### src/rtl/rfb_pkg.sv
// Shared types and constants for the row feather blender.
// Used by rfb_recip and row_feather_blend; depends on nothing else.

package rfb_pkg;

	// Blend weights are unsigned Q1.FRAC_BITS.
	localparam int FRAC_BITS = 16;
	localparam int W_BITS    = FRAC_BITS + 1;
	localparam logic [W_BITS-1:0] W_ONE  = W_BITS'(1) << FRAC_BITS;
	localparam logic [W_BITS-1:0] W_HALF = W_BITS'(1) << (FRAC_BITS - 1);

	// Row geometry.
	localparam int MAX_WIDTH = 4096;
	localparam int WIDTH_W   = 13;
	localparam int COL_W     = 12;
	localparam logic [WIDTH_W-1:0] WIDTH_RESET = WIDTH_W'(640);
	localparam logic [WIDTH_W-1:0] WIDTH_MAX   = WIDTH_W'(MAX_WIDTH);

	// BT.601 luma weights over 2^14; a rounded luma is nonzero once the
	// weighted sum reaches half of the scale.
	localparam int LUMA_W = 22;
	localparam logic [LUMA_W-1:0] LUMA_KB     = LUMA_W'(1868);
	localparam logic [LUMA_W-1:0] LUMA_KG     = LUMA_W'(9617);
	localparam logic [LUMA_W-1:0] LUMA_KR     = LUMA_W'(4899);
	localparam logic [LUMA_W-1:0] LUMA_THRESH = LUMA_W'(8192);

	// Width of the signed mixing accumulator.
	localparam int MIX_W = FRAC_BITS + 11;

	typedef struct packed {
		logic [7:0] base_blue;
		logic [7:0] base_green;
		logic [7:0] base_red;
		logic [7:0] overlay_blue;
		logic [7:0] overlay_green;
		logic [7:0] overlay_red;
	} pix_in_t;

	typedef struct packed {
		logic [7:0] out_blue;
		logic [7:0] out_green;
		logic [7:0] out_red;
		logic       in_overlap;
		logic       row_end;
	} pix_out_t;

endpackage

### src/rtl/rfb_recip.sv
// Bit-serial restoring divider that forms W_ONE / span for the blend step.
// Depends on rfb_pkg for the weight and width constants.

module rfb_recip (
	input  logic                        clk,
	input  logic                        arst_n,
	input  logic                        start,
	input  logic [rfb_pkg::WIDTH_W-1:0] span,
	output logic                        done,
	output logic [rfb_pkg::W_BITS-1:0]  quotient
);
	import rfb_pkg::*;

	localparam int CNT_W = $clog2(W_BITS);

	logic                busy_q;
	logic                done_q;
	logic [CNT_W-1:0]    cnt_q;
	logic [WIDTH_W-1:0]  rem_q;
	logic [WIDTH_W-1:0]  span_q;
	logic [W_BITS-1:0]   quo_q;

	logic [WIDTH_W:0]    rem_sh;
	logic [WIDTH_W:0]    rem_sub;
	logic                fits;

	// One quotient bit per cycle: the dividend shifts out of the top of
	// quo_q while quotient bits shift in at the bottom.
	always_comb begin
		rem_sh  = {rem_q, quo_q[W_BITS-1]};
		rem_sub = rem_sh - {1'b0, span_q};
		fits    = (rem_sh >= {1'b0, span_q});
	end

	always_ff @(posedge clk or negedge arst_n) begin
		if (!arst_n) begin
			busy_q <= 1'b0;
			done_q <= 1'b0;
			cnt_q  <= '0;
		end else begin
			done_q <= 1'b0;
			if (start) begin
				busy_q <= 1'b1;
				cnt_q  <= CNT_W'(W_BITS - 1);
			end else if (busy_q) begin
				if (cnt_q == '0) begin
					busy_q <= 1'b0;
					done_q <= 1'b1;
				end else begin
					cnt_q <= cnt_q - 1'b1;
				end
			end
		end
	end

	// Datapath registers carry no reset.
	always_ff @(posedge clk) begin
		if (start) begin
			rem_q  <= '0;
			span_q <= span;
			quo_q  <= W_ONE;
		end else if (busy_q) begin
			rem_q <= fits ? rem_sub[WIDTH_W-1:0] : rem_sh[WIDTH_W-1:0];
			quo_q <= {quo_q[W_BITS-2:0], fits};
		end
	end

	assign done     = done_q;
	assign quotient = quo_q;

endmodule

### src/rtl/row_feather_blend.sv
// Row feather blender top level: column tracking, luma test, weight update
// and a shared per-channel mixing multiplier. Depends on rfb_pkg, rfb_recip.
// A pixel passes the luma test, then for overlap the reciprocal division (first
// overlap pixel of a row only) and the channel mixing, then the output register.
// Input is taken only while idle; the multiplier mixes one color channel a cycle.
// Reset sets the row width to 640 and clears control state, not the pixel payload.

module row_feather_blend (
	input  logic                        clk,
	input  logic                        arst_n,
	input  logic                        cfg_wr_en,
	input  logic [rfb_pkg::WIDTH_W-1:0] cfg_wr_data,
	input  logic                        in_valid,
	output logic                        in_stall,
	input  rfb_pkg::pix_in_t            in_pix,
	output logic                        out_valid,
	input  logic                        out_stall,
	output rfb_pkg::pix_out_t           out_pix
);
	import rfb_pkg::*;

	typedef enum logic [2:0] {
		S_IDLE,
		S_LUMA,
		S_DIV,
		S_MIX,
		S_OUT
	} state_t;

	state_t              state_q;
	logic [WIDTH_W-1:0]  row_width_q;
	logic [COL_W-1:0]    col_q;
	logic                seen_q;
	logic [W_BITS-1:0]   weight_q;
	logic [W_BITS-1:0]   step_q;
	logic                overlap_q;
	logic                last_q;
	logic [1:0]          chan_q;
	logic [7:0]          res_b_q;
	logic [7:0]          res_g_q;
	logic [7:0]          res_r_q;
	pix_in_t             pix_q;
	pix_out_t            out_q;
	logic                out_valid_q;

	logic [WIDTH_W-1:0]  eff_width;
	logic [WIDTH_W-1:0]  col_ext;
	logic                last_now;
	logic [WIDTH_W-1:0]  span;
	logic [LUMA_W-1:0]   luma_sum;
	logic                overlap_now;
	logic [W_BITS:0]     weight_sum;
	logic [W_BITS-1:0]   weight_next;
	logic                div_start;
	logic                div_done;
	logic [W_BITS-1:0]   div_quo;
	logic [7:0]          mix_ov;
	logic [7:0]          mix_base;
	logic signed [8:0]   mix_diff;
	logic signed [MIX_W-1:0] mix_prod;
	logic signed [MIX_W-1:0] mix_acc;
	logic [7:0]          mix_res;
	logic                out_free;
	logic                in_beat;
	logic                out_beat;

	// Clamp the configured width to the supported range.
	always_comb begin
		if (row_width_q == '0) begin
			eff_width = WIDTH_W'(1);
		end else if (row_width_q > WIDTH_MAX) begin
			eff_width = WIDTH_MAX;
		end else begin
			eff_width = row_width_q;
		end
		col_ext  = {1'b0, col_q};
		last_now = (col_ext >= eff_width - WIDTH_W'(1));
		span     = (col_ext < eff_width) ? (eff_width - col_ext) : WIDTH_W'(1);
	end

	// Overlap test on the latched overlay pixel.
	always_comb begin
		luma_sum = LUMA_W'(pix_q.overlay_blue) * LUMA_KB
			+ LUMA_W'(pix_q.overlay_green) * LUMA_KG
			+ LUMA_W'(pix_q.overlay_red) * LUMA_KR;
		overlap_now = (luma_sum >= LUMA_THRESH);
	end

	// Weight advance with saturation at one.
	always_comb begin
		weight_sum  = {1'b0, weight_q} + {1'b0, step_q};
		weight_next = (weight_sum > {1'b0, W_ONE}) ? W_ONE : weight_sum[W_BITS-1:0];
	end

	// Shared mixer: base*ONE + (overlay - base)*w + half, one channel a cycle.
	always_comb begin
		unique case (chan_q)
			2'd0: begin
				mix_ov   = pix_q.overlay_blue;
				mix_base = pix_q.base_blue;
			end
			2'd1: begin
				mix_ov   = pix_q.overlay_green;
				mix_base = pix_q.base_green;
			end
			default: begin
				mix_ov   = pix_q.overlay_red;
				mix_base = pix_q.base_red;
			end
		endcase
		mix_diff = $signed({1'b0, mix_ov}) - $signed({1'b0, mix_base});
		mix_prod = MIX_W'(mix_diff * $signed({1'b0, weight_q}));
		mix_acc  = $signed(MIX_W'({mix_base, FRAC_BITS'(0)})) + mix_prod
			+ $signed(MIX_W'(W_HALF));
		if ((mix_acc >>> (FRAC_BITS + 8)) != '0) begin
			mix_res = 8'hFF;
		end else begin
			mix_res = mix_acc[FRAC_BITS+7:FRAC_BITS];
		end
	end

	assign div_start = (state_q == S_LUMA) && overlap_now && !seen_q;

	rfb_recip u_recip (
		.clk      (clk),
		.arst_n   (arst_n),
		.start    (div_start),
		.span     (span),
		.done     (div_done),
		.quotient (div_quo)
	);

	assign in_stall = (state_q != S_IDLE);
	assign in_beat  = in_valid && !in_stall;
	assign out_beat = out_valid_q && !out_stall;
	assign out_free = !out_valid_q || !out_stall;

	// Configuration register.
	always_ff @(posedge clk or negedge arst_n) begin
		if (!arst_n) begin
			row_width_q <= WIDTH_RESET;
		end else if (cfg_wr_en) begin
			row_width_q <= cfg_wr_data;
		end
	end

	// Sequencer with row state and the output register.
	always_ff @(posedge clk or negedge arst_n) begin
		if (!arst_n) begin
			state_q     <= S_IDLE;
			col_q       <= '0;
			seen_q      <= 1'b0;
			weight_q    <= '0;
			step_q      <= '0;
			overlap_q   <= 1'b0;
			last_q      <= 1'b0;
			chan_q      <= '0;
			out_valid_q <= 1'b0;
		end else begin
			unique case (state_q)
				S_IDLE: begin
					if (in_beat) begin
						state_q <= S_LUMA;
					end
				end
				S_LUMA: begin
					overlap_q <= overlap_now;
					last_q    <= last_now;
					chan_q    <= '0;
					col_q     <= last_now ? '0 : col_q + 1'b1;
					if (overlap_now && !seen_q) begin
						seen_q   <= 1'b1;
						weight_q <= '0;
						state_q  <= S_DIV;
					end else if (overlap_now) begin
						weight_q <= weight_next;
						state_q  <= S_MIX;
					end else begin
						state_q <= S_OUT;
					end
				end
				S_DIV: begin
					if (div_done) begin
						step_q  <= div_quo;
						state_q <= S_MIX;
					end
				end
				S_MIX: begin
					if (chan_q == 2'd2) begin
						state_q <= S_OUT;
					end else begin
						chan_q <= chan_q + 1'b1;
					end
				end
				S_OUT: begin
					if (out_free) begin
						state_q <= S_IDLE;
						if (last_q) begin
							seen_q   <= 1'b0;
							weight_q <= '0;
							step_q   <= '0;
						end
					end
				end
				default: begin
					state_q <= S_IDLE;
				end
			endcase
			// The output beat is loaded by the sequencer and dropped once taken.
			if (state_q == S_OUT && out_free) begin
				out_valid_q <= 1'b1;
			end else if (out_beat) begin
				out_valid_q <= 1'b0;
			end
		end
	end

	// Pixel and result payload registers.
	always_ff @(posedge clk) begin
		if (in_beat) begin
			pix_q <= in_pix;
		end
		if (state_q == S_LUMA) begin
			res_b_q <= pix_q.base_blue;
			res_g_q <= pix_q.base_green;
			res_r_q <= pix_q.base_red;
		end else if (state_q == S_MIX) begin
			unique case (chan_q)
				2'd0:    res_b_q <= mix_res;
				2'd1:    res_g_q <= mix_res;
				default: res_r_q <= mix_res;
			endcase
		end
		if (state_q == S_OUT && out_free) begin
			out_q.out_blue   <= res_b_q;
			out_q.out_green  <= res_g_q;
			out_q.out_red    <= res_r_q;
			out_q.in_overlap <= overlap_q;
			out_q.row_end    <= last_q;
		end
	end

	assign out_valid = out_valid_q;
	assign out_pix   = out_q;

endmodule

### config.mk
export PLATFORM = sky130hd
export DESIGN_NAME = row_feather_blend
export DESIGN_NICKNAME = d
export VERILOG_FILES = /design/src/rtl/rfb_pkg.sv /design/src/rtl/rfb_recip.sv /design/src/rtl/row_feather_blend.sv
export SDC_FILE = /design/constraint.sdc
export NUM_CORES = 1
export LEC_CHECK = 0
export ABC_AREA = 0
export BUFFER_PORTS_ARGS = -buffer_cell sky130_fd_sc_hd__buf_2
export CAP_MARGIN = 30
export CORE_ASPECT_RATIO = 1.25
export CORE_UTILIZATION = 60
export CTS_BUF_LIST = sky130_fd_sc_hd__clkbuf_4
export DETAILED_ROUTE_END_ITERATION = 10
export PLACE_DENSITY = 0.84
export SKIP_LAST_GASP = 1
export SYNTH_ARGS = -nofsm -noshare
export SYNTH_HDL_FRONTEND = slang
export SYNTH_SLANG_ARGS = --single-unit
### constraint.sdc
create_clock -name clk -period 12 [get_ports clk]
set_clock_uncertainty 0.2 [all_clocks]
set_input_delay 0.6 -clock clk [delete_from_list [all_inputs] [get_ports clk]]
set_output_delay 0.6 -clock clk [all_outputs]
set_load 0.01 [all_outputs]
Word-level counts from Yosys, hierarchy flattened
Index checks and enable logic that the tools add are counted.
{ "totals": {"register_bits": 216, "input_bits": 66, "ramBits": 0, "out_inout_bits": 28, "rom_bits": 0, "word_cells": 150, "memories": 0, "latch_bits": 0} }
{ "classes": {"add_sub_neg": 12, "n_lt_le_gt_ge": 6, "n_mul": 4, "reduce_logical": 34, "n_bitwise": 0, "div_mod_pow": 0, "eq_ne": 16, "n_mux": 48, "n_shift": 0} }
{ "op_table": {"columns": ["cell", "n"], "rows": [
  ["two-way mux 17 bit", 6],
  ["two-way mux 8 bit", 10],
  ["one-hot mux 17 bit (2 select lines)", 2],
  ["two-way mux 13 bit", 3],
  ["one-hot mux 8 bit (2 select lines)", 2],
  ["adder 25 x 27 -> 27 bit", 1],
  ["adder 27 x 17 -> 27 bit, second input constant", 1],
  ["multiplier 9 x 18 -> 27 bit", 1],
  ["nonzero test 27 bit", 1],
  ["adder 19 x 22 -> 22 bit", 1],
  ["adder 22 x 21 -> 22 bit", 1],
  [">= comparator 22 x 14 -> 1 bit, second input constant", 1],
  ["multiplier 8 x 14 -> 22 bit, second input constant", 1],
  ["multiplier 8 x 13 -> 21 bit, second input constant", 1],
  ["adder 17 x 17 -> 18 bit", 1],
  ["greater-than comparator 18 x 17 -> 1 bit, second input constant", 1],
  ["two-way mux 3 bit", 6],
  ["multiplier 8 x 9 -> 17 bit, second input constant", 1],
  ["AND reduction 4 bit", 4],
  ["two-way mux 5 bit", 3],
  ["one-hot mux 3 bit (5 select lines)", 1],
  [">= comparator 14 x 13 -> 1 bit", 1],
  ["nonzero test 2 bit", 7],
  [">= comparator 12 x 13 -> 1 bit", 1],
  ["other kinds (32)", 62]
]} }

Logic depth before layout (Yosys ltp)
Gate-level depths: netlist of the first run.
{ "logic_depth": {"ltp_word": 11, "ltp_mapped": 41, "ltp_nobuf": 37} }

Cells and area by module
From an unflattened synthesis of the first run, not the netlist that was laid out.
{ "hier_totals": {"hier_cells": 2154, "hier_area_um2": 21321.7} }
{ "by_module_without_submodules": {"columns": ["module", "instances", "area_each_um2", "cells_each"], "rows": [
  ["row_feather_blend", 1, 18672.9, 1898],
  ["rfb_recip", 1, 2648.8, 256]
]} }

Least setup slack after synthesis of the first run
No wires, ideal clock.
{ "synth_timing": {"path_kind": "register to register", "from": "register chan_q[1]", "to": "register res_b_q[0], data pin", "slack_ns": 3.133, "arrival_ns": 8.405, "stages_incl_launch_ff": 38, "required_time_ns": 11.537, "path_buffers": 4, "synth_period_minus_slack_ns": 8.867, "setup_time_ns": 0.263, "cell_sequence": "dfrtp_1 inv_1 ha_1 clkbuf_1 nor2_1 clkbuf_1 inv_1 o21ai_0 ha_1 nor2b_1 o21ai_0 a21boi_0 o21ai_0 nand2b_1 a21o_1 a21oi_1 xnor2_1 clkbuf_1 [... 2 more ...] fa_1 inv_1 fa_1 inv_1 fa_1 inv_1 fa_1 ha_1 a211oi_1 nand2_1 o211a_1 o31a_1 o21ai_1 a311o_1 a311oi_1 nor4_2 buf_2 a21oi_1"} }
{ "synth_between": {"elab_chain_len": 11, "word_cells_on_any_way": 13} }
{ "synth_rtl": {"columns": ["item", "line", "text"], "rows": [
  ["from (decl)", "row_feather_blend.sv:38", "logic [1:0] chan_q;"],
  ["from (signal assigned)", "row_feather_blend.sv:192", "chan_q <= chan_q + 1'b1;"],
  ["equality test 2 x 1 -> 1 bit or zero test 2 bit (tied branches)", "row_feather_blend.sv:97", "unique case (chan_q)"],
  ["one-hot mux 8 bit (2 select lines)", "row_feather_blend.sv:97", null],
  ["subtractor 8 x 8 -> 9 bit", "row_feather_blend.sv:111", "mix_diff = $signed({1'b0, mix_ov}) - $signed({1'b0, mix_base});"],
  ["multiplier 9 x 18 -> 27 bit", "row_feather_blend.sv:112", "mix_prod = MIX_W'(mix_diff * $signed({1'b0, weight_q}));"],
  ["adder 25 x 27 -> 27 bit (*)", "row_feather_blend.sv:113", "mix_acc = $signed(MIX_W'({mix_base, FRAC_BITS'(0)})) + mix_prod"],
  ["adder 27 x 17 -> 27 bit (*)", "row_feather_blend.sv:114", "+ $signed(MIX_W'(W_HALF));"],
  ["nonzero test 27 bit", "row_feather_blend.sv:115", "if ((mix_acc >>> (FRAC_BITS + 8)) != '0) begin"],
  ["two-way mux 8 bit (*)", "row_feather_blend.sv:115", null],
  ["two-way mux 8 bit (*)", "row_feather_blend.sv:228", "unique case (chan_q)"],
  ["two-way mux 8 bit (*)", "row_feather_blend.sv:227", "end else if (state_q == S_MIX) begin"],
  ["two-way mux 8 bit (*)", "row_feather_blend.sv:223", "if (state_q == S_LUMA) begin"],
  ["to (signal assigned)", "row_feather_blend.sv:224", "res_b_q <= pix_q.base_blue;"],
  ["to (signal assigned)", "row_feather_blend.sv:229", "2'd0: res_b_q <= mix_res;"],
  ["to (decl)", "row_feather_blend.sv:39", "logic [7:0] res_b_q;"]
]} }
Every way passes the cells marked *; elsewhere a longest branch is shown, timed or not. The select of a mux whose other input is x is not followed.
A chain may end at the register's enable or synchronous reset.

Worst setup path in the final report of the first run
{ "layout_timing": {"from": "register chan_q[1]", "to": "register res_g_q[7], data pin"} }
{ "layout_between": {"elab_chain_len": 11, "word_cells_on_any_way": 13} }
{ "layout_rtl": {"columns": ["item", "line", "text"], "rows": [
  ["equality test 2 x 1 -> 1 bit or zero test 2 bit (tied branches)", "row_feather_blend.sv:97", null],
  ["one-hot mux 8 bit (2 select lines)", "row_feather_blend.sv:97", null],
  ["subtractor 8 x 8 -> 9 bit", "row_feather_blend.sv:111", null],
  ["multiplier 9 x 18 -> 27 bit", "row_feather_blend.sv:112", null],
  ["adder 25 x 27 -> 27 bit (*)", "row_feather_blend.sv:113", null],
  ["adder 27 x 17 -> 27 bit (*)", "row_feather_blend.sv:114", null],
  ["nonzero test 27 bit", "row_feather_blend.sv:115", null],
  ["two-way mux 8 bit (*)", "row_feather_blend.sv:115", null],
  ["two-way mux 8 bit (*)", "row_feather_blend.sv:228", null],
  ["two-way mux 8 bit (*)", "row_feather_blend.sv:227", null],
  ["two-way mux 8 bit (*)", "row_feather_blend.sv:223", null],
  ["to (signal assigned)", "row_feather_blend.sv:225", "res_g_q <= pix_q.base_green;"],
  ["to (signal assigned)", "row_feather_blend.sv:230", "2'd1: res_g_q <= mix_res;"],
  ["to (decl)", "row_feather_blend.sv:40", "logic [7:0] res_g_q;"]
]} }
Marks and branches as above.

==> results of run 1 <==
==> timing repair <==
item                                   4_1_cts  5_1_grt
gates resized for setup                      0        0
endpoints found under the hold margin      134        0
setup endpoints to repair                    0        0
hold buffers                                63        0
==> cell families (layout without fill, tap and decap cells) <==
logic type / count (synthesis) / after routing / share of synthesized area (%)
AO/OA/AOI/OAI: 365 / 365 / 11.4
XOR/XNOR: 75 / 75 / 3.09
adder cells (fa/ha/maj): 471 / 471 / 35.0
buffers and inverters: 457 / 659 / 8.14
flip-flops: 216 / 216 / 27.4
multiplexers: 40 / 40 / 1.97
other: 0 / 5 / 0
AND/OR/NAND/NOR: 563 / 563 / 13.1
==> state kept, by name, indices dropped and copies added (netlist names), 13 cells and up <==
signal,count
pix_q,48
out_pix,26
step_q,17
u_recip.quotient,17
weight_q,17
row_width_q,13
u_recip.rem_q,13
u_recip.span_q,13
==> routing by layer <==
metal,routed length (um),vias up
li1,-,7658
met1,18700,8062
met2,26500,688
met3,3050,241
met4,3720,0
met5,0,-
==> layout by cell type, fill, tap and decap left out, types with 67 or more instances in the layout <==
cell type	count
dfrtp_1	73
nand2_1	142
and2_1	67
buf_2	93
nor2_1	130
ha_1	266
a21oi_1	91
clkbuf_4	78
edfxtp_1	111
inv_1	388
fa_1	205
o21ai_0	75
==> path summary, 6_finish.rpt <==
| path | start | end | slack, ns | cells past startpoint |
|---|---|---|---|---|
| max | chan_q[1]$_DFFE_PN0P_ | res_g_q[7]$_DFFE_PP_ | 2.12 | 34 |
| min | out_stall | out_valid$_DFFE_PN0P_ | 0.07 | 3 |
| max reg2reg | chan_q[1]$_DFFE_PN0P_ | res_g_q[7]$_DFFE_PP_ | 2.12 | 34 |
| min reg2reg | res_r_q[7]$_DFFE_PP_ | out_pix[9]$_DFFE_PP_ | 0.20 | 0 |
| max in group asynchronous | arst_n | row_width_q[7]$_DFFE_PN1P_ | 10.80 | 3 |
| min in group asynchronous | arst_n | weight_q[6]$_DFFE_PN0P_ | 0.13 | 2 |
==> stage by stage <==
step | worst slack [ns] | hold WS (ns) | cell area [um^2]
final | 2.12 | 0.0746 | 23600
after global routing | 1.41 | 0.0320 | 23600
after CTS | 2.31 | 0.0197 | 23600
after detailed placement | 2.33 | 0.205 | 22300
after global placement | 2.25 | 0.201 | 22200
after floorplan | 3.13 | 0.104 | 21300
==> final cells by class <==
class / count / area share (%)
flip-flops and latches: 216 / 24.6
well taps: 468 / 2.48
inverters: 388 / 6.16
diodes: 5 / 0.0529
clock buffers: 78 / 2.48
clock inverters: 19 / 0.550
repair buffers: 174 / 5.51
multi-input cells: 1514 / 58.2
==> worst reg2reg max path, delay by kind of cell (launching register included) <==
family,cells,cell delay (ns)
xor gates and xnor gates,1,0.14
DFF,1,0.42
AOI/OAI and AO/OA,12,3.04
adders and majority gates,8,3.61
buffers and inverters,6,0.70
and+or+nand+nor,7,1.48
==> summary.md, run 1 <==
| Metric | Value |
|---|---|
| CP top delay family | `adder cells` |
| Reg clk slew, reported paths | `0.09 ns` |
| Proportion of layout cells with a drive suffix above 1 | `9.88%` |
| Status | `finished clean` |
| Clk_lat worst skew | `0.75 ns` |
| Seq cells post-synth | `216` |
| Area Overhead vs Synth | `11.3%` |
| WL per Instance | `18.2 um` |
| Post-DP HPWL | `37.7 mm` |
| Max-Cap Viols | `0` |
| First-pass GRT wire length | `85.5 mm` |
| CP max stage delay | `0.69 ns` |
| Avg Inst Size Synth | `9.72 um^2` |
| CP Class | `register to register` |
| Fmax | `0.101 GHz` |
| Most frequent cells after synthesis | `inv_1, ha_1, fa_1, nand2_1, nor2_1` |
| Area of the multi-input gates | `13800 um^2` |
| Clk sinks | `216` |
| WP buf/inv | `6` |
| Mapped cell area | `21300 um^2` |
| Met3 Use GR | `4.93%` |
| CTS tree | `built` |
| Dpl cells | `2694` |
| Top FF cell, synth | `edfxtp_1` |
| RSZ-0062 raised after global routing | `no` |
| Kind of start point of the critical path | `register` |
| Core Area | `34700 um^2` |
| Gate Count Post-Synth | `2187` |
| Grt met1 use | `33.3%` |
| IO Port Bufs | `93` |
| Top-area cell type share of the netlist area | `19.3%` |
| Final GP Congestion | `0.924` |
| Most common cell in the netlist | `inv_1` |
| CTS root buf | `clkbuf_4` |
| Non-Filler Instances | `2862` |
| Starting density of the core | `61.2%` |
| Final Max Tran Viols | `0` |
| # nets final | `2884` |
| Largest net degree at the start of global routing | `55` |
| Final Util | `68.1%` |
| CTS max path bufs | `3` |
| DRT iter0 DRCs | `1050` |
| Crit-path slowest cell | `nor2_1` |
| Global route hottest layer | `met2` |
| Final-report setup violation count | `0` |
| Worst-path fanout max | `17` |
| Die span in x | `170 um` |
| Crit. End Element | `register` |
| Slew of the pin with the lowest slew margin | `1.03 ns` |
| Vias per cell | `5.82` |
| CTS H-tree depth | `2` |
| Dominant cells by area after synthesis | `fa_1, edfxtp_1, ha_1, dfrtp_1, inv_1` |
| Post-synth ARST share | `34.7%` |
| Setup_tns | `0 ns` |
| Initial antenna violation count | `5` |
| Row cnt | `76` |
| Post-synth top area cell | `fa_1` |
| IO Pins | `94` |
| Sequential cell area | `5810 um^2` |
| Vias | `16600` |
| DRC violations left | `0` |
| Vias in the first global route | `17700` |
| Worst EP required | `12.23 ns` |
| Hold Crit Class | `primary input to register` |
| TritonCTS Buffers | `53` |
| DIE AREA | `36200 um^2` |
| Register area share after synthesis | `27.4%` |
| Fill cells | `2516` |
| Netlist cell types | `77` |
| Fin crit period | `9.88 ns` |
| Final hold viol count | `0` |
| WL final | `52.0 mm` |
| Grt total ovfl | `0` |
| Syn nets | `2724` |
| Post-CTS Repair Setup Buffers | `0` |
| Die span in y | `212 um` |
| Period Utilization, post-route | `82.3%` |
| Total track usage | `30.4%` |
| Synth Warn # | `0` |
| Count of flip-flops with a built-in enable after synthesis | `111` |
| Slew headroom | `31.5%` |
| DRT antenna net count | `0` |
| CP arrival | `10.11 ns` |
| Drt first pass iters | `5` |
| Met2 usage | `53.9%` |
Power of run 1 is left out: the tool's default activity adds up to more than one toggle a clock period on the data nets, which glitch-free logic cannot reach.
==> run 2: changes to the inputs <==
==> constraint.sdc (replaced) <==
create_clock -name clk -period 10 [get_ports clk]
set_clock_uncertainty 0.2 [all_clocks]
set_input_delay 0.5 -clock clk [delete_from_list [all_inputs] [get_ports clk]]
set_output_delay 0.5 -clock clk [all_outputs]
set_load 0.01 [all_outputs]
==> run 2 against run 1 <==
Against the previous run:
- global-route usage about the same
- cell area increased by 0.19%
- highest routed layer unchanged
- sequential cell count unchanged
- first-iteration DRC count increased by 5.2%
- worst hold slack got worse by 0.00084 ns
- worst setup slack got worse by 1.5 ns
- wire length decreased by 0.39%
- die area unchanged
- count of clock-buffer cells in the layout increased by 9
- via count increased by 0.16%
==> summary.md, run 2 (synthesis gave the netlist of run 1 again) <==
| Metric | Value |
|---|---|
| Starting density of the core | `61.2% (unchanged)` |
| Fin crit period | `9.42 ns (was 9.88 ns)` |
| IO Pins | `94 (unchanged)` |
| Area Overhead vs Synth | `11.5% (was 11.3%)` |
| Core Area | `34700 um^2 (unchanged)` |
| Final Max Tran Viols | `0 (unchanged)` |
| RSZ-0062 raised after global routing | `no (unchanged)` |
| Period Utilization, post-route | `94.2% (was 82.3%)` |
| CP top delay family | `adder cells (unchanged)` |
| Proportion of layout cells with a drive suffix above 1 | `10.4% (was 9.88%)` |
| WP buf/inv | `7 (was 6)` |
| DRT iter0 DRCs | `1105 (was 1050)` |
| CP arrival | `9.73 ns (was 10.11 ns)` |
| Die span in x | `170 um (unchanged)` |
| Post-DP HPWL | `38.3 mm (was 37.7 mm)` |
| Fill cells | `2540 (was 2516)` |
| Vias in the first global route | `17800 (was 17700)` |
| CTS root buf | `clkbuf_4 (unchanged)` |
| Setup_tns | `0 ns (unchanged)` |
| Final hold viol count | `0 (unchanged)` |
| Drt first pass iters | `5 (unchanged)` |
| Vias per cell | `5.81 (was 5.82)` |
| Final Util | `68.3% (was 68.1%)` |
| Crit-path most repeated cell | `fa_1` |
| DIE AREA | `36200 um^2 (unchanged)` |
| CTS tree | `built (unchanged)` |
| Initial antenna violation count | `2 (was 5)` |
| Hold Crit Class | `primary input to register (unchanged)` |
| Clk_lat worst skew | `0.75 ns (about the same)` |
| Kind of start point of the critical path | `register (unchanged)` |
| DRT antenna net count | `0 (unchanged)` |
| WL final | `51.8 mm (was 52.0 mm)` |
| Max reg flops | `48 (unchanged)` |
| CP Class | `register to register (unchanged)` |
| Commonest non-fill, non-tap cell in the layout | `inv_1 (unchanged)` |
| Slew headroom | `29.8% (was 31.5%)` |
| Sequential cell area | `5810 um^2 (unchanged)` |
| Most frequent cells in the layout | `inv_1, ha_1, fa_1 (unchanged)` |
| CTS H-tree depth | `2 (unchanged)` |
| Final GP Congestion | `0.920 (was 0.924)` |
| Max-Cap Viols | `0 (unchanged)` |
| Area of the multi-input gates | `13800 um^2 (about the same)` |
| Slew of the pin with the lowest slew margin | `1.05 ns (was 1.03 ns)` |
| Largest net degree at the start of global routing | `75 (was 55)` |
| First-pass GRT wire length | `85.6 mm (was 85.5 mm)` |
| Total track usage | `30.4% (about the same)` |
| Non-Filler Instances | `2870 (was 2862)` |
| TritonCTS Buffers | `54 (was 53)` |
| Clk sinks | `216 (unchanged)` |
| Final-report setup violation count | `0 (unchanged)` |
| # nets final | `2892 (was 2884)` |
| Status | `finished clean (unchanged)` |
| Crit. End Element | `register (unchanged)` |
| CP max stage delay | `0.55 ns (was 0.69 ns)` |
| Post-CTS Repair Setup Buffers | `0 (unchanged)` |
| WL per Instance | `18.1 um (was 18.2 um)` |
| Die span in y | `212 um (unchanged)` |
| Vias | `16700 (was 16600)` |
| Fmax | `0.106 GHz (was 0.101 GHz)` |
| Worst-path fanout max | `24 (was 17)` |
| CTS max path bufs | `3 (unchanged)` |
| Crit-path slowest cell | `fa_1 (was nor2_1)` |
| Reg clk slew, reported paths | `0.07 ns (was 0.09 ns)` |
| IO Port Bufs | `93 (unchanged)` |
| Row cnt | `76 (unchanged)` |
| Top reg by flops | `pix_q (unchanged)` |
| Dpl cells | `2699 (was 2694)` |
| DRC violations left | `0 (unchanged)` |
| Worst EP required | `10.31 ns (was 12.23 ns)` |
| Grt total ovfl | `0 (unchanged)` |
==> run 2: cell types whose count changed in the layout (fill, tap and decap cells not counted), moves of 2 or more <==
cell           delta
clkinv_1          -4
clkbuf_4          +9
dlygate4sd3_1     +3
ha_1              -2
diode_2           -3
ha_2              +2
buf_4             +8
==> run 2: worst reg2reg max path, delay by kind of cell (launching register included) <==
family | cells | cell delay, ns
buffers and inverters | 7 | 0.99
AOI/OAI and AO/OA | 12 | 2.82
xor gates and xnor gates | 1 | 0.14
DFF | 1 | 0.41
adders and majority gates | 8 | 3.62
and+or+nand+nor | 7 | 1.04
==> run 2: stage by stage <==
step	area (um^2)	worst slack, ns	hold slack [ns]
5_1_grt	23700	0.0170	0.0401
3_3_place_gp	22200	1.04	0.0843
6_report	23700	0.582	0.0737
3_5_place_dp	22200	0.709	0.0853
4_1_cts	23600	0.637	0.00383
2_1_floorplan	21300	1.13	0.00441
==> run 2: path summary, 6_finish.rpt <==
kind / from / end / slack [ns] / cells past startpoint
hold reg to reg: res_g_q[0]$_DFFE_PP_ / out_pix[10]$_DFFE_PP_ / 0.22 / 0
hold / removal: cfg_wr_en / row_width_q[0]$_DFFE_PN0P_ / 0.07 / 2
setup reg to reg: chan_q[0]$_DFFE_PN0P_ / res_g_q[6]$_DFFE_PP_ / 0.58 / 35
setup / recovery: chan_q[0]$_DFFE_PN0P_ / res_g_q[6]$_DFFE_PP_ / 0.58 / 35
min in group asynchronous: arst_n / row_width_q[3]$_DFFE_PN0P_ / 0.09 / 3
max in group asynchronous: arst_n / row_width_q[9]$_DFFE_PN1P_ / 8.86 / 4
==> run 2: area by class of cell <==
type / instances / share of cell area [%]
clock inverters: 14 / 0.364
clock buffers: 87 / 2.76
repair buffers: 181 / 5.63
inverters: 388 / 6.15
diodes: 2 / 0.0211
flip-flops and latches: 216 / 24.5
well taps: 468 / 2.47
multi-input cells: 1514 / 58.1
==> run 2: routing by layer <==
| metal | wire length [um] | GRT usage (%) | part of all wire [%] | up-vias |
|---|---|---|---|---|
| li1 | - | - | - | 7674 |
| met1 | 18700 | 33.1 | 36 | 8103 |
| met2 | 26600 | 54.6 | 51 | 681 |
| met3 | 3180 | 4.82 | 6.1 | 218 |
| met4 | 3380 | 19.6 | 6.5 | 0 |
| met5 | 0 | 0 | 0 | - |
==> run 2: what timing repair did <==
item / in CTS / in global routing
hold endpoints to repair: 136 / 0
setup endpoints to repair: 0 / 24
hold buffers: 66 / 0
resized for setup: 0 / 3
Power of run 2 is left out for the same reason.
